`config.mk`:
```
export PLATFORM = sky130hd
export DESIGN_NAME = tcp_reassembly_table
export DESIGN_NICKNAME = d
export VERILOG_FILES = /design/src/rtl/tra_pkg.sv /design/src/rtl/tra_cell.sv /design/src/rtl/tra_ctrl.sv /design/src/rtl/tcp_reassembly_table.sv
export SDC_FILE = /design/constraint.sdc
export NUM_CORES = 2
export LEC_CHECK = 0
export BUFFER_PORTS_ARGS = -buffer_cell sky130_fd_sc_hd__buf_2
export CORE_AREA = 2 2 462 326
export DETAILED_ROUTE_END_ITERATION = 8
export DIE_AREA = 0 0 464 328
export PLACE_DENSITY = 0.56
export SYNTH_ARGS = -nofsm -noshare
export SYNTH_HDL_FRONTEND = slang
export SYNTH_HIERARCHICAL = 1
export SYNTH_SLANG_ARGS = --single-unit
```
`constraint.sdc`:
```
create_clock -name i_clk -period 16.8 [get_ports i_clk]
set_clock_uncertainty 0.2 [all_clocks]
set_input_delay 0.84 -clock i_clk [delete_from_list [all_inputs] [get_ports i_clk]]
set_output_delay 0.84 -clock i_clk [all_outputs]
set_load 0.01 [all_outputs]
```
`src/rtl/tra_pkg.sv`:
```
`timescale 1ns / 1ps
// Shared types, constants and sequence helpers for the TCP reassembly table.
// Used by tra_cell, tra_ctrl and tcp_reassembly_table.

package tra_pkg;

    localparam int TABLE_DEPTH_DEF = 8;
    localparam int SEQ_W           = 32;
    localparam int LEN_W           = 16;
    localparam int CFG_ADDR_W      = 3;
    localparam int CFG_DATA_W      = 32;
    localparam int S_DATA_W        = 48;
    localparam int M_DATA_W        = 80;
    localparam int M_USER_W        = 3;

    // register index taken from paddr[2]
    localparam logic REG_START_SEQ = 1'b0;

    typedef struct packed {
        logic             valid;
        logic [SEQ_W-1:0] seq;
        logic [LEN_W-1:0] len;
    } t_entry;

    typedef struct packed {
        logic clear;
        logic ins;
        logic pop;
    } t_cell_cmd;

    typedef enum logic [2:0] {
        S_IDLE,
        S_CMP,
        S_SEL,
        S_INS,
        S_STAT,
        S_DRAIN
    } t_state;

    typedef enum logic [1:0] {
        STAT_ACCEPT = 2'd0,
        STAT_DUP    = 2'd1,
        STAT_FULL   = 2'd2
    } t_status;

    // a lies before b in 32-bit wraparound order
    function automatic logic seq_before(input logic [SEQ_W-1:0] a, input logic [SEQ_W-1:0] b);
        logic [SEQ_W-1:0] d;
        d = a - b;
        return d[SEQ_W-1];
    endfunction

endpackage

```
`src/rtl/tra_cell.sv`:
```
`timescale 1ns / 1ps
// One slot of the reassembly chain: holds a pending descriptor and its compare flags.
// Depends on tra_pkg.

module tra_cell (
    input  logic               i_clk,
    input  logic               i_rst_n,
    input  tra_pkg::t_cell_cmd i_cmd,
    input  tra_pkg::t_entry    i_new,
    input  tra_pkg::t_entry    i_lo,
    input  tra_pkg::t_entry    i_hi,
    input  logic               i_pos,
    input  logic               i_shift,
    output tra_pkg::t_entry    o_entry,
    output logic               o_mark,
    output logic               o_eq
);

    logic                      r_valid;
    logic                      n_valid;
    logic [tra_pkg::SEQ_W-1:0] r_seq;
    logic [tra_pkg::SEQ_W-1:0] n_seq;
    logic [tra_pkg::LEN_W-1:0] r_len;
    logic [tra_pkg::LEN_W-1:0] n_len;
    logic                      r_mark;
    logic                      n_mark;
    logic                      r_eq;
    logic                      n_eq;
    logic                      same;

    assign same   = (r_seq == i_new.seq);
    assign n_mark = !r_valid || same || tra_pkg::seq_before(i_new.seq, r_seq);
    assign n_eq   = r_valid && same;

    always_comb begin
        n_valid = r_valid;
        n_seq   = r_seq;
        n_len   = r_len;
        if (i_cmd.clear) begin
            n_valid = 1'b0;
        end else if (i_cmd.ins) begin
            if (i_pos) begin
                n_valid = 1'b1;
                n_seq   = i_new.seq;
                n_len   = i_new.len;
            end else if (i_shift) begin
                n_valid = i_lo.valid;
                n_seq   = i_lo.seq;
                n_len   = i_lo.len;
            end
        end else if (i_cmd.pop) begin
            n_valid = i_hi.valid;
            n_seq   = i_hi.seq;
            n_len   = i_hi.len;
        end
    end

    always_ff @(posedge i_clk) begin
        if (!i_rst_n) begin
            r_valid <= 1'b0;
        end else begin
            r_valid <= n_valid;
        end
    end

    always_ff @(posedge i_clk) begin
        r_seq  <= n_seq;
        r_len  <= n_len;
        r_mark <= n_mark;
        r_eq   <= n_eq;
    end

    assign o_entry.valid = r_valid;
    assign o_entry.seq   = r_seq;
    assign o_entry.len   = r_len;
    assign o_mark        = r_mark;
    assign o_eq          = r_eq;

endmodule

```
`src/rtl/tra_ctrl.sv`:
```
`timescale 1ns / 1ps
// Sequencer for the reassembly chain: insertion select, in-order drain, result register.
// Depends on tra_pkg; drives the tra_cell row through a t_cell_cmd.

module tra_ctrl #(
    parameter int TABLE_DEPTH = tra_pkg::TABLE_DEPTH_DEF,
    localparam int NCELL      = TABLE_DEPTH + 1
) (
    input  logic                           i_clk,
    input  logic                           i_rst_n,
    input  logic                           i_cfg_wr,
    input  logic [tra_pkg::SEQ_W-1:0]      i_cfg_value,
    input  logic                           i_s_valid,
    output logic                           o_s_ready,
    input  logic [tra_pkg::SEQ_W-1:0]      i_seg_seq,
    input  logic [tra_pkg::LEN_W-1:0]      i_seg_len,
    input  logic [NCELL-1:0]               i_mark,
    input  logic [NCELL-1:0]               i_eq,
    input  logic                           i_full,
    input  tra_pkg::t_entry                i_head,
    output tra_pkg::t_cell_cmd             o_cmd,
    output tra_pkg::t_entry                o_new,
    output logic [NCELL-1:0]               o_pos,
    output logic [NCELL-1:0]               o_shift,
    output logic                           o_m_valid,
    input  logic                           i_m_ready,
    output logic                           o_m_delivered,
    output logic [tra_pkg::SEQ_W-1:0]      o_m_seq,
    output logic [tra_pkg::LEN_W-1:0]      o_m_len,
    output logic [tra_pkg::SEQ_W-1:0]      o_m_expected,
    output tra_pkg::t_status               o_m_status,
    output logic                           o_m_last
);

    localparam logic [NCELL-1:0] ONE = {{(NCELL-1){1'b0}}, 1'b1};

    tra_pkg::t_state           r_state;
    tra_pkg::t_state           n_state;
    logic [tra_pkg::SEQ_W-1:0] r_seq;
    logic [tra_pkg::SEQ_W-1:0] n_seq;
    logic [tra_pkg::LEN_W-1:0] r_len;
    logic [tra_pkg::LEN_W-1:0] n_len;
    logic [tra_pkg::SEQ_W-1:0] r_next;
    logic [tra_pkg::SEQ_W-1:0] n_next;
    logic [NCELL-1:0]          r_pos;
    logic [NCELL-1:0]          n_pos;
    logic [NCELL-1:0]          r_shift;
    logic [NCELL-1:0]          n_shift;
    tra_pkg::t_status          r_stat;
    tra_pkg::t_status          n_stat;
    logic                      r_held_valid;
    logic                      n_held_valid;
    logic [tra_pkg::SEQ_W-1:0] r_held_seq;
    logic [tra_pkg::SEQ_W-1:0] n_held_seq;
    logic [tra_pkg::LEN_W-1:0] r_held_len;
    logic [tra_pkg::LEN_W-1:0] n_held_len;
    logic [tra_pkg::SEQ_W-1:0] r_held_exp;
    logic [tra_pkg::SEQ_W-1:0] n_held_exp;
    logic                      r_out_valid;
    logic                      n_out_valid;
    logic                      r_out_dlv;
    logic                      n_out_dlv;
    logic [tra_pkg::SEQ_W-1:0] r_out_seq;
    logic [tra_pkg::SEQ_W-1:0] n_out_seq;
    logic [tra_pkg::LEN_W-1:0] r_out_len;
    logic [tra_pkg::LEN_W-1:0] n_out_len;
    logic [tra_pkg::SEQ_W-1:0] r_out_exp;
    logic [tra_pkg::SEQ_W-1:0] n_out_exp;
    tra_pkg::t_status          r_out_status;
    tra_pkg::t_status          n_out_status;
    logic                      r_out_last;
    logic                      n_out_last;

    logic                      out_free;
    logic [NCELL-1:0]          sel_pos;
    logic                      sel_dup;
    logic                      sel_full;
    logic                      hd_deliver;
    logic                      hd_stale;
    logic                      hd_stop;
    logic [tra_pkg::SEQ_W-1:0] next_adv;
    logic                      accept;

    assign out_free   = !r_out_valid || i_m_ready;
    assign accept     = i_s_valid && o_s_ready;
    assign sel_pos    = i_mark & (~i_mark + ONE);
    assign sel_dup    = |(sel_pos & i_eq);
    assign sel_full   = i_full && (r_seq != r_next);
    assign hd_deliver = i_head.valid && (i_head.seq == r_next);
    assign hd_stale   = i_head.valid && !hd_deliver
                        && !tra_pkg::seq_before(r_next, i_head.seq);
    assign hd_stop    = !hd_deliver && !hd_stale;
    assign next_adv   = r_next + {{(tra_pkg::SEQ_W-tra_pkg::LEN_W){1'b0}}, i_head.len};

    // next state
    always_comb begin
        n_state = r_state;
        case (r_state)
            tra_pkg::S_IDLE:  if (i_s_valid) n_state = tra_pkg::S_CMP;
            tra_pkg::S_CMP:   n_state = tra_pkg::S_SEL;
            tra_pkg::S_SEL: begin
                if (sel_dup || sel_full) begin
                    n_state = tra_pkg::S_STAT;
                end else begin
                    n_state = tra_pkg::S_INS;
                end
            end
            tra_pkg::S_INS:   n_state = tra_pkg::S_DRAIN;
            tra_pkg::S_STAT:  if (out_free) n_state = tra_pkg::S_IDLE;
            tra_pkg::S_DRAIN: if (out_free && hd_stop) n_state = tra_pkg::S_IDLE;
            default:          n_state = tra_pkg::S_IDLE;
        endcase
    end

    // outputs to the stream side and the cell row
    always_comb begin
        o_s_ready   = 1'b0;
        o_cmd.clear = i_cfg_wr;
        o_cmd.ins   = 1'b0;
        o_cmd.pop   = 1'b0;
        case (r_state)
            tra_pkg::S_IDLE:  o_s_ready = 1'b1;
            tra_pkg::S_INS:   o_cmd.ins = 1'b1;
            tra_pkg::S_DRAIN: o_cmd.pop = out_free && !hd_stop;
            default: begin
                o_s_ready = 1'b0;
            end
        endcase
    end

    // datapath
    always_comb begin
        n_seq        = r_seq;
        n_len        = r_len;
        n_next       = r_next;
        n_pos        = r_pos;
        n_shift      = r_shift;
        n_stat       = r_stat;
        n_held_valid = r_held_valid;
        n_held_seq   = r_held_seq;
        n_held_len   = r_held_len;
        n_held_exp   = r_held_exp;
        n_out_valid  = r_out_valid && !i_m_ready;
        n_out_dlv    = r_out_dlv;
        n_out_seq    = r_out_seq;
        n_out_len    = r_out_len;
        n_out_exp    = r_out_exp;
        n_out_status = r_out_status;
        n_out_last   = r_out_last;

        if (i_cfg_wr) begin
            n_next = i_cfg_value;
        end
        if (accept) begin
            n_seq = i_seg_seq;
            n_len = i_seg_len;
        end

        case (r_state)
            tra_pkg::S_SEL: begin
                n_pos   = sel_pos;
                n_shift = ~(sel_pos - ONE) & ~sel_pos;
                n_stat  = sel_dup ? tra_pkg::STAT_DUP : tra_pkg::STAT_FULL;
            end
            tra_pkg::S_STAT: begin
                if (out_free) begin
                    n_out_valid  = 1'b1;
                    n_out_dlv    = 1'b0;
                    n_out_seq    = '0;
                    n_out_len    = '0;
                    n_out_exp    = r_next;
                    n_out_status = r_stat;
                    n_out_last   = 1'b1;
                end
            end
            tra_pkg::S_DRAIN: begin
                if (out_free) begin
                    if (hd_deliver) begin
                        n_next = next_adv;
                        if (r_held_valid) begin
                            n_out_valid  = 1'b1;
                            n_out_dlv    = 1'b1;
                            n_out_seq    = r_held_seq;
                            n_out_len    = r_held_len;
                            n_out_exp    = r_held_exp;
                            n_out_status = tra_pkg::STAT_ACCEPT;
                            n_out_last   = 1'b0;
                        end
                        n_held_valid = 1'b1;
                        n_held_seq   = i_head.seq;
                        n_held_len   = i_head.len;
                        n_held_exp   = next_adv;
                    end else if (hd_stop) begin
                        n_out_valid  = 1'b1;
                        n_out_dlv    = r_held_valid;
                        n_out_seq    = r_held_valid ? r_held_seq : '0;
                        n_out_len    = r_held_valid ? r_held_len : '0;
                        n_out_exp    = r_held_valid ? r_held_exp : r_next;
                        n_out_status = tra_pkg::STAT_ACCEPT;
                        n_out_last   = 1'b1;
                        n_held_valid = 1'b0;
                    end
                end
            end
            default: begin
                n_pos = r_pos;
            end
        endcase
    end

    always_ff @(posedge i_clk) begin
        if (!i_rst_n) begin
            r_state      <= tra_pkg::S_IDLE;
            r_next       <= '0;
            r_held_valid <= 1'b0;
            r_out_valid  <= 1'b0;
        end else begin
            r_state      <= n_state;
            r_next       <= n_next;
            r_held_valid <= n_held_valid;
            r_out_valid  <= n_out_valid;
        end
    end

    always_ff @(posedge i_clk) begin
        r_seq        <= n_seq;
        r_len        <= n_len;
        r_pos        <= n_pos;
        r_shift      <= n_shift;
        r_stat       <= n_stat;
        r_held_seq   <= n_held_seq;
        r_held_len   <= n_held_len;
        r_held_exp   <= n_held_exp;
        r_out_dlv    <= n_out_dlv;
        r_out_seq    <= n_out_seq;
        r_out_len    <= n_out_len;
        r_out_exp    <= n_out_exp;
        r_out_status <= n_out_status;
        r_out_last   <= n_out_last;
    end

    assign o_new.valid   = 1'b1;
    assign o_new.seq     = r_seq;
    assign o_new.len     = r_len;
    assign o_pos         = r_pos;
    assign o_shift       = r_shift;
    assign o_m_valid     = r_out_valid;
    assign o_m_delivered = r_out_dlv;
    assign o_m_seq       = r_out_seq;
    assign o_m_len       = r_out_len;
    assign o_m_expected  = r_out_exp;
    assign o_m_status    = r_out_status;
    assign o_m_last      = r_out_last;

endmodule

```
`src/rtl/tcp_reassembly_table.sv`:
```
`timescale 1ns / 1ps
// Top level of the TCP reassembly table: stream ports, APB register, cell row.
// Depends on tra_pkg, tra_cell and tra_ctrl.

// Segment descriptors enter on the slave stream one at a time. Pending
// descriptors sit in a row of TABLE_DEPTH+1 cells kept in sequence order; all
// cells compare against the new descriptor at once, the row shifts open to
// insert it, and the head cell is then drained one entry per cycle while the
// result output is free. A duplicate or table-full segment goes through CMP,
// SEL and STAT before the next input is taken; an accepted one goes through
// CMP, SEL, INS and DRAIN, popping head entries (delivered or discarded as
// stale); tready low on the master side holds STAT and DRAIN. Each delivery
// is a separate result transfer and the final result of a segment carries
// tlast. Writing start_seq sets the expected sequence and clears the row.

module tcp_reassembly_table #(
    parameter int TABLE_DEPTH = tra_pkg::TABLE_DEPTH_DEF
) (
    input  logic                             i_clk,
    input  logic                             i_rst_n,
    // APB register port
    input  logic                             psel,
    input  logic                             penable,
    input  logic                             pwrite,
    input  logic [tra_pkg::CFG_ADDR_W-1:0]   paddr,
    input  logic [tra_pkg::CFG_DATA_W-1:0]   pwdata,
    output logic [tra_pkg::CFG_DATA_W-1:0]   prdata,
    output logic                             pready,
    // segment descriptors
    input  logic                             s_axis_tvalid,
    output logic                             s_axis_tready,
    input  logic [tra_pkg::S_DATA_W-1:0]     s_axis_tdata,  // seg_seq[31:0], seg_len[47:32]
    // results
    output logic                             m_axis_tvalid,
    input  logic                             m_axis_tready,
    output logic [tra_pkg::M_DATA_W-1:0]     m_axis_tdata,  // out_seq[31:0], out_len[47:32],
                                                            // expected_seq[79:48]
    output logic [tra_pkg::M_USER_W-1:0]     m_axis_tuser,  // delivered[0], status[2:1]
    output logic                             m_axis_tlast
);

    localparam int NCELL = TABLE_DEPTH + 1;

    logic [tra_pkg::CFG_DATA_W-1:0] r_start_seq;
    logic [tra_pkg::CFG_DATA_W-1:0] n_start_seq;
    logic                           cfg_wr;
    tra_pkg::t_cell_cmd             cmd;
    tra_pkg::t_entry                new_entry;
    tra_pkg::t_entry                entry [NCELL];
    logic [NCELL-1:0]               mark;
    logic [NCELL-1:0]               eq;
    logic [NCELL-1:0]               pos;
    logic [NCELL-1:0]               shift;
    logic                           m_dlv;
    logic [tra_pkg::SEQ_W-1:0]      m_seq;
    logic [tra_pkg::LEN_W-1:0]      m_len;
    logic [tra_pkg::SEQ_W-1:0]      m_exp;
    tra_pkg::t_status               m_status;

    assign pready      = 1'b1;
    assign cfg_wr      = psel && penable && pwrite && pready
                         && (paddr[2] == tra_pkg::REG_START_SEQ);
    assign n_start_seq = cfg_wr ? pwdata : r_start_seq;
    assign prdata      = (paddr[2] == tra_pkg::REG_START_SEQ) ? r_start_seq : '0;

    always_ff @(posedge i_clk) begin
        if (!i_rst_n) begin
            r_start_seq <= '0;
        end else begin
            r_start_seq <= n_start_seq;
        end
    end

    for (genvar g = 0; g < NCELL; g++) begin : g_cell
        tra_pkg::t_entry lo;
        tra_pkg::t_entry hi;
        if (g == 0) begin : g_first
            assign lo = '0;
        end else begin : g_mid
            assign lo = entry[g-1];
        end
        if (g == NCELL - 1) begin : g_last
            assign hi = '0;
        end else begin : g_body
            assign hi = entry[g+1];
        end
        tra_cell u_cell (
            .i_clk   (i_clk),
            .i_rst_n (i_rst_n),
            .i_cmd   (cmd),
            .i_new   (new_entry),
            .i_lo    (lo),
            .i_hi    (hi),
            .i_pos   (pos[g]),
            .i_shift (shift[g]),
            .o_entry (entry[g]),
            .o_mark  (mark[g]),
            .o_eq    (eq[g])
        );
    end

    tra_ctrl #(
        .TABLE_DEPTH (TABLE_DEPTH)
    ) u_ctrl (
        .i_clk         (i_clk),
        .i_rst_n       (i_rst_n),
        .i_cfg_wr      (cfg_wr),
        .i_cfg_value   (pwdata),
        .i_s_valid     (s_axis_tvalid),
        .o_s_ready     (s_axis_tready),
        .i_seg_seq     (s_axis_tdata[31:0]),
        .i_seg_len     (s_axis_tdata[47:32]),
        .i_mark        (mark),
        .i_eq          (eq),
        .i_full        (entry[TABLE_DEPTH-1].valid),
        .i_head        (entry[0]),
        .o_cmd         (cmd),
        .o_new         (new_entry),
        .o_pos         (pos),
        .o_shift       (shift),
        .o_m_valid     (m_axis_tvalid),
        .i_m_ready     (m_axis_tready),
        .o_m_delivered (m_dlv),
        .o_m_seq       (m_seq),
        .o_m_len       (m_len),
        .o_m_expected  (m_exp),
        .o_m_status    (m_status),
        .o_m_last      (m_axis_tlast)
    );

    assign m_axis_tdata = {m_exp, m_len, m_seq};
    assign m_axis_tuser = {m_status, m_dlv};

endmodule

```
Word level (Yosys, flattened, before mapping)
Cells that the tools add are included.

Word-level logic and storage cells: 370. Input port bits: 90. Bits in registers: 760.

Add/subtract/negate cells: 13. Equality and inequality tests: 31. Reduce and logical (&&, ||, !) cells: 84. Bitwise operators: 9. Mux-type cells: 169.

Operator list (count): 32-bit 2-to-1 mux (53); 16-bit 2-to-1 mux (42); 32-bit == test (10); 32-bit subtractor (10); 32-bit case mux with 2 select lines (2); 1-bit 2-to-1 mux (56); 3-bit AND reduction (12); 32-bit by 16-bit adder with 32-bit output (1); 32-bit != test (1); 16-bit case mux with 2 select lines (1); 3-bit by 1-bit != test with 1-bit output, second input constant (10); 9-bit bitwise AND (3); 9-bit NOT (3); 1-bit logical AND (21); 1-bit logical OR (20); 3-bit case mux with 6 select lines (1); 2-bit AND reduction (9); 1-bit zero test (15); 2-bit 2-to-1 mux (6); 3-bit 2-to-1 mux (4); 9-bit by 1-bit adder with 9-bit output, second input constant (1); 9-bit OR reduction (1); 9-bit by 1-bit subtractor with 9-bit output, second input constant (1); 3-bit by 2-bit == test with 1-bit output, second input constant (2); 12 further kinds (21).

Longest topological paths before layout
Depth in word-level cells: 12. Gate-level depth with buffers: 12. Mapped depth without buffers: 12.

By module
The synthesis kept the hierarchy.

Modules (own cells, without submodules): tra_cell (area an instance 3367.0 µm², instances 9, cells each 336); tra_ctrl (area an instance 12246.7 µm², instances 1, cells each 937); tcp_reassembly_table (area an instance 1549.0 µm², instances 1, cells each 179).

Worst setup path before layout
Ideal clock, no wire load.

Kind: flip-flop to flip-flop. From: register g_cell[0].u_cell/r_seq[14] (netlist bit). To: register u_ctrl.r_out_dlv, in the netlist u_ctrl/o_m_delivered, enable pin. Clock period less this slack: 6893 ps. Buffers on the path: 0. Required time: 16024 ps. Library setup time: 576 ps. Arrival time: 6117 ps. Cell stages (with the launch flop): 10. Slack: 9907 ps. Cells stage by stage: edfxtp_1 -> inv_1 -> ha_1 -> a21oi_1 -> o21ai_1 -> a2111oi_0 -> a21oi_1 -> or2_2 -> mux2i_1 -> a31oi_1.

Longest elaborated chain between the ends: 9. Elaborated cells on any way between the ends: 12. Classes of those cells: 1 x add/sub; 3 x eq/ne; 8 x reduce/logical.

Ends and longest elaborated chain: from (decl) (RTL line tra_cell.sv:21) `logic [tra_pkg::SEQ_W-1:0] r_seq;`; from (signal assigned) (RTL line tra_cell.sv:67) `r_seq <= n_seq;`; parallel branches: the longest is 8 deep, another holds 32-bit subtractor; 5-bit AND reduction (no line) *; to (signal assigned) (RTL line tra_ctrl.sv:234) `r_out_dlv <= n_out_dlv;`; to (decl) (RTL line tra_ctrl.sv:61) `logic r_out_dlv;`.

Every way passes the cells marked *. A chain may end at the register's enable or synchronous reset.

==> results_tabular.tex <==
\begin{tabular}{lr}
\hline
Metric & Value \\
\hline
\multicolumn{2}{l}{\textbf{STA}} \\
\quad Post-Route Setup TNS & 0 ns \\
\quad Max Fclk & 188.3 MHz \\
\quad Worst-case hold slack & 0.1359 ns \\
\quad Unrepaired setup endpoints after global routing & false \\
\quad Worst setup slack after layout & 11.49 ns \\
\quad Hold Fails Final Rpt & 0 \\
\quad Period utilization & 31.61\% \\
\quad Min Clock Period, post-route & 5.310 ns \\
\quad Total of endpoints with negative setup slack in the final report & 0 \\
\quad Slew @ Worst Pin & 1.234 ns \\
\quad Rel. slew slack & 17.75\% \\
\quad Number of slew-limit violations in the final report & 0 \\
\multicolumn{2}{l}{\textbf{Placed design}} \\
\quad IO buf count & 205 \\
\quad Cell Count Post-Placement & around 6200 \\
\quad Post-detail-place hpwl & between 80000 and 90000 um \\
\quad Final estimated routing congestion in global placement & 0.8743 \\
\quad Setup Slack @ Placement & 11.60 ns \\
\multicolumn{2}{l}{\textbf{Critical path}} \\
\quad CP max-delay cell & nor2\_1 \\
\quad Category of the most critical setup path & register to register \\
\quad Number of cell instances on the worst register-to-register path & 11 \\
\quad Startpoint class of the critical path & register \\
\quad Family with the most delay on the worst path & simple AND/OR/NAND/NOR gates \\
\quad Crit-path max cell delay & around 0.67 ns \\
\quad WP data arrival & between 5 and 6 ns \\
\quad Reg-to-Reg End & g\_cell[1].u\_cell/r\_len[12]\$\_DFFE\_PP\_ \\
\quad Crit-path max FO & 28 \\
\quad Required time of the critical path & 16.90 ns \\
\quad Register-to-Register Setup Slack & 11.49 ns \\
\quad Worst R2R Start & u\_ctrl/r\_next[25]\$\_SDFF\_PN0\_ \\
\quad Buf+Inv Stages, Crit Path & 1 \\
\quad CP cell instances & ha\_1 -> nand4\_1 -> nor4\_2 -> nand2\_1 -> a21oi\_1 -> or2\_2 -> o21ai\_1 -> nor2\_1 -> o22ai\_1 -> nor2\_4 -> buf\_4 \\
\quad Endpoint class of the critical path & register \\
\multicolumn{2}{l}{\textbf{Clocking}} \\
\quad Maximum count of clock buffers along a single path & 3 \\
\quad CTS tree & done \\
\quad Root Buffer & clkbuf\_16 \\
\quad Clock network latency to the later pin of the worst-skew pair & 0.68 ns \\
\quad Reg clk slew, reported paths & roughly 0.07 ns \\
\quad Buffers inserted by post-CTS timing repair & 0 \\
\quad H-Tree Level Count & 3 \\
\quad CTS sink cnt & 759 \\
\quad Hold-fix buffers at CTS & 0 \\
\quad Number of cells upsized or downsized after cts & 0 \\
\quad Number of CTS-inserted buffers & 76 \\
\multicolumn{2}{l}{\textbf{Power and ir drop}} \\
\quad IR drop worst, VDD & 0.00007408 V \\
\quad Power Total & roughly 5 mW \\
\quad Leak & approximately 21 nW \\
\quad Total power per unit cell area & 98.32 nW/um2 \\
\multicolumn{2}{l}{\textbf{Route}} \\
\quad Number of DRC markers in iteration 0 & 2354 \\
\quad First-pass DRT Iterations & 5 \\
\quad Vias after detailed routing & about 32000 \\
\quad Routed vias/inst & 4.961 \\
\quad DRT antenna net count & 0 \\
\quad Total Routed Length & 120500 um \\
\quad WL/cell & 18.89 um \\
\quad Post-route DRC & 0 \\
\multicolumn{2}{l}{\textbf{Outcome}} \\
\quad Result of the run & completed \\
\multicolumn{2}{l}{\textbf{GRT}} \\
\quad Number of global-route vias before repair & 30810 \\
\quad GRT Overall Usage & 15.39\% \\
\quad Overflow left after global routing & 0 \\
\quad Wire length of the first global-routing pass & roughly 180000 um \\
\quad Initial antenna violation count & 40 \\
\quad Maximum number of pins on one net before global-route repair & 232 \\
\multicolumn{2}{l}{\textbf{Hold path}} \\
\quad Class of the most critical hold timing path & input pin to register \\
\quad Startpoint of the tightest hold check path & s\_axis\_tdata[29] \\
\quad Sink of the worst hold path & u\_ctrl/r\_seq[29]\$\_DFFE\_PP\_ \\
\quad Instance count along the most critical hold path & 1 \\
\multicolumn{2}{l}{\textbf{Final layout}} \\
\quad Commonest non-fill, non-tap cell in the layout & edfxtp\_1 \\
\quad Multi-input logic area & just over 20000 um2 \\
\quad Non-filler cells in the finished layout & 6378 \\
\quad Ant. Diodes & 0 \\
\quad Post-layout net count & 4754 \\
\quad Sequential cell area & 21830 um2 \\
\quad Fraction of final layout cells with drive strength greater than 1 & 10.23\% \\
\quad Layout filler cell count & 15000 \\
\quad Commonest cells after routing, fill and taps aside & edfxtp\_1 (663), a21oi\_1 (579), nor2\_1 (505), mux2i\_1 (483), inv\_1 (342) \\
\quad Area grow syn2layout & 12.94\% \\
\multicolumn{2}{l}{\textbf{Floorplanning}} \\
\quad Chip height & 328 um \\
\quad I/O pins & 209 \\
\quad Placeable core area & 147500 um2 \\
\quad Initial cell density of the core & 29.89\% \\
\quad Die Area & 152200 um2 \\
\quad Core Rows & 118 \\
\quad Die Wd & 464 um \\
\multicolumn{2}{l}{\textbf{Job}} \\
\quad Number of maximum-capacitance violations & 0 \\
\multicolumn{2}{l}{\textbf{Synthesis}} \\
\quad Synthesis Warnings & 6 \\
\quad Summed instance area of the synthesized netlist & 44090 um2 \\
\quad Synthesized netlist cell count & 4138 \\
\quad Average instance area after synthesis & 10.65 um2 \\
\hline
\end{tabular}
-- power by group --
group          switching, mW  total, mW  internal, mW
clock network          0.788       1.76         0.977
logic                  0.515      0.827         0.312
registers              0.132       2.30          2.17
total                   1.43       4.90          3.46
-- routing by layer --
layer / vias up / routed length (um) / global-route usage [%]
li1: 15210 / - / -
met1: 15570 / 59570 / 22.76
met2: 677 / 52810 / 23.84
met3: 174 / 6178 / 2.475
met4: 2 / 1917 / 2.585
met5: - / 13 / 0
-- metrics by stage --
stage,instance area [um2],util [%]
after global placement,47290,32.07
after CTS,49790,33.76
after global routing,49790,33.76
after detailed placement,47290,32.07
after floorplan,44450,-
final,49790,33.76
-- area by class of cell --
class | count | share of cell area, %
multi-input combinational | 2908 | 40.83
sequential | 759 | 43.85
clock inverter | 45 | 0.8469
inverter | 343 | 2.588
tap | 1980 | 4.976
clock buffer | 94 | 4.166
timing repair buffer | 249 | 2.749
-- state kept, by name, indices dropped and copies added (netlist names), 32 cells and up --
signal,flops
g_cell.u_cell/r_seq,288
g_cell.u_cell/r_len,144
r_start_seq,32
u_ctrl/o_m_expected,32
u_ctrl/o_m_seq,32
u_ctrl/r_held_exp,32
u_ctrl/r_held_seq,32
u_ctrl/r_next,32
u_ctrl/r_seq,32
-- worst max path at each step --
| stage | start | end | slack [ns] | depth (start not counted) |
|---|---|---|---|---|
| after CTS | u_ctrl/r_next[25]$_SDFF_PN0_ | g_cell[1].u_cell/r_len[12]$_DFFE_PP_ | 11.58 | 11 |
| after global routing | u_ctrl/r_state[0]$_SDFFE_PN0P_ | g_cell[4].u_cell/r_len[14]$_DFFE_PP_ | 11.20 | 7 |
| final | u_ctrl/r_next[25]$_SDFF_PN0_ | g_cell[1].u_cell/r_len[12]$_DFFE_PP_ | 11.49 | 11 |
| after floorplan | g_cell[0].u_cell/r_seq[14]$_DFFE_PP_ | u_ctrl/o_m_delivered$_SDFFCE_PN0P_ | 9.91 | 9 |
| after detailed placement | g_cell[0].u_cell/r_seq[26]$_DFFE_PP_ | g_cell[1].u_cell/r_len[9]$_DFFE_PP_ | 11.60 | 12 |
| after global placement | g_cell[0].u_cell/r_seq[23]$_DFFE_PP_ | g_cell[1].u_cell/r_len[9]$_DFFE_PP_ | 11.67 | 12 |
(Power assumes the default switching activity.)
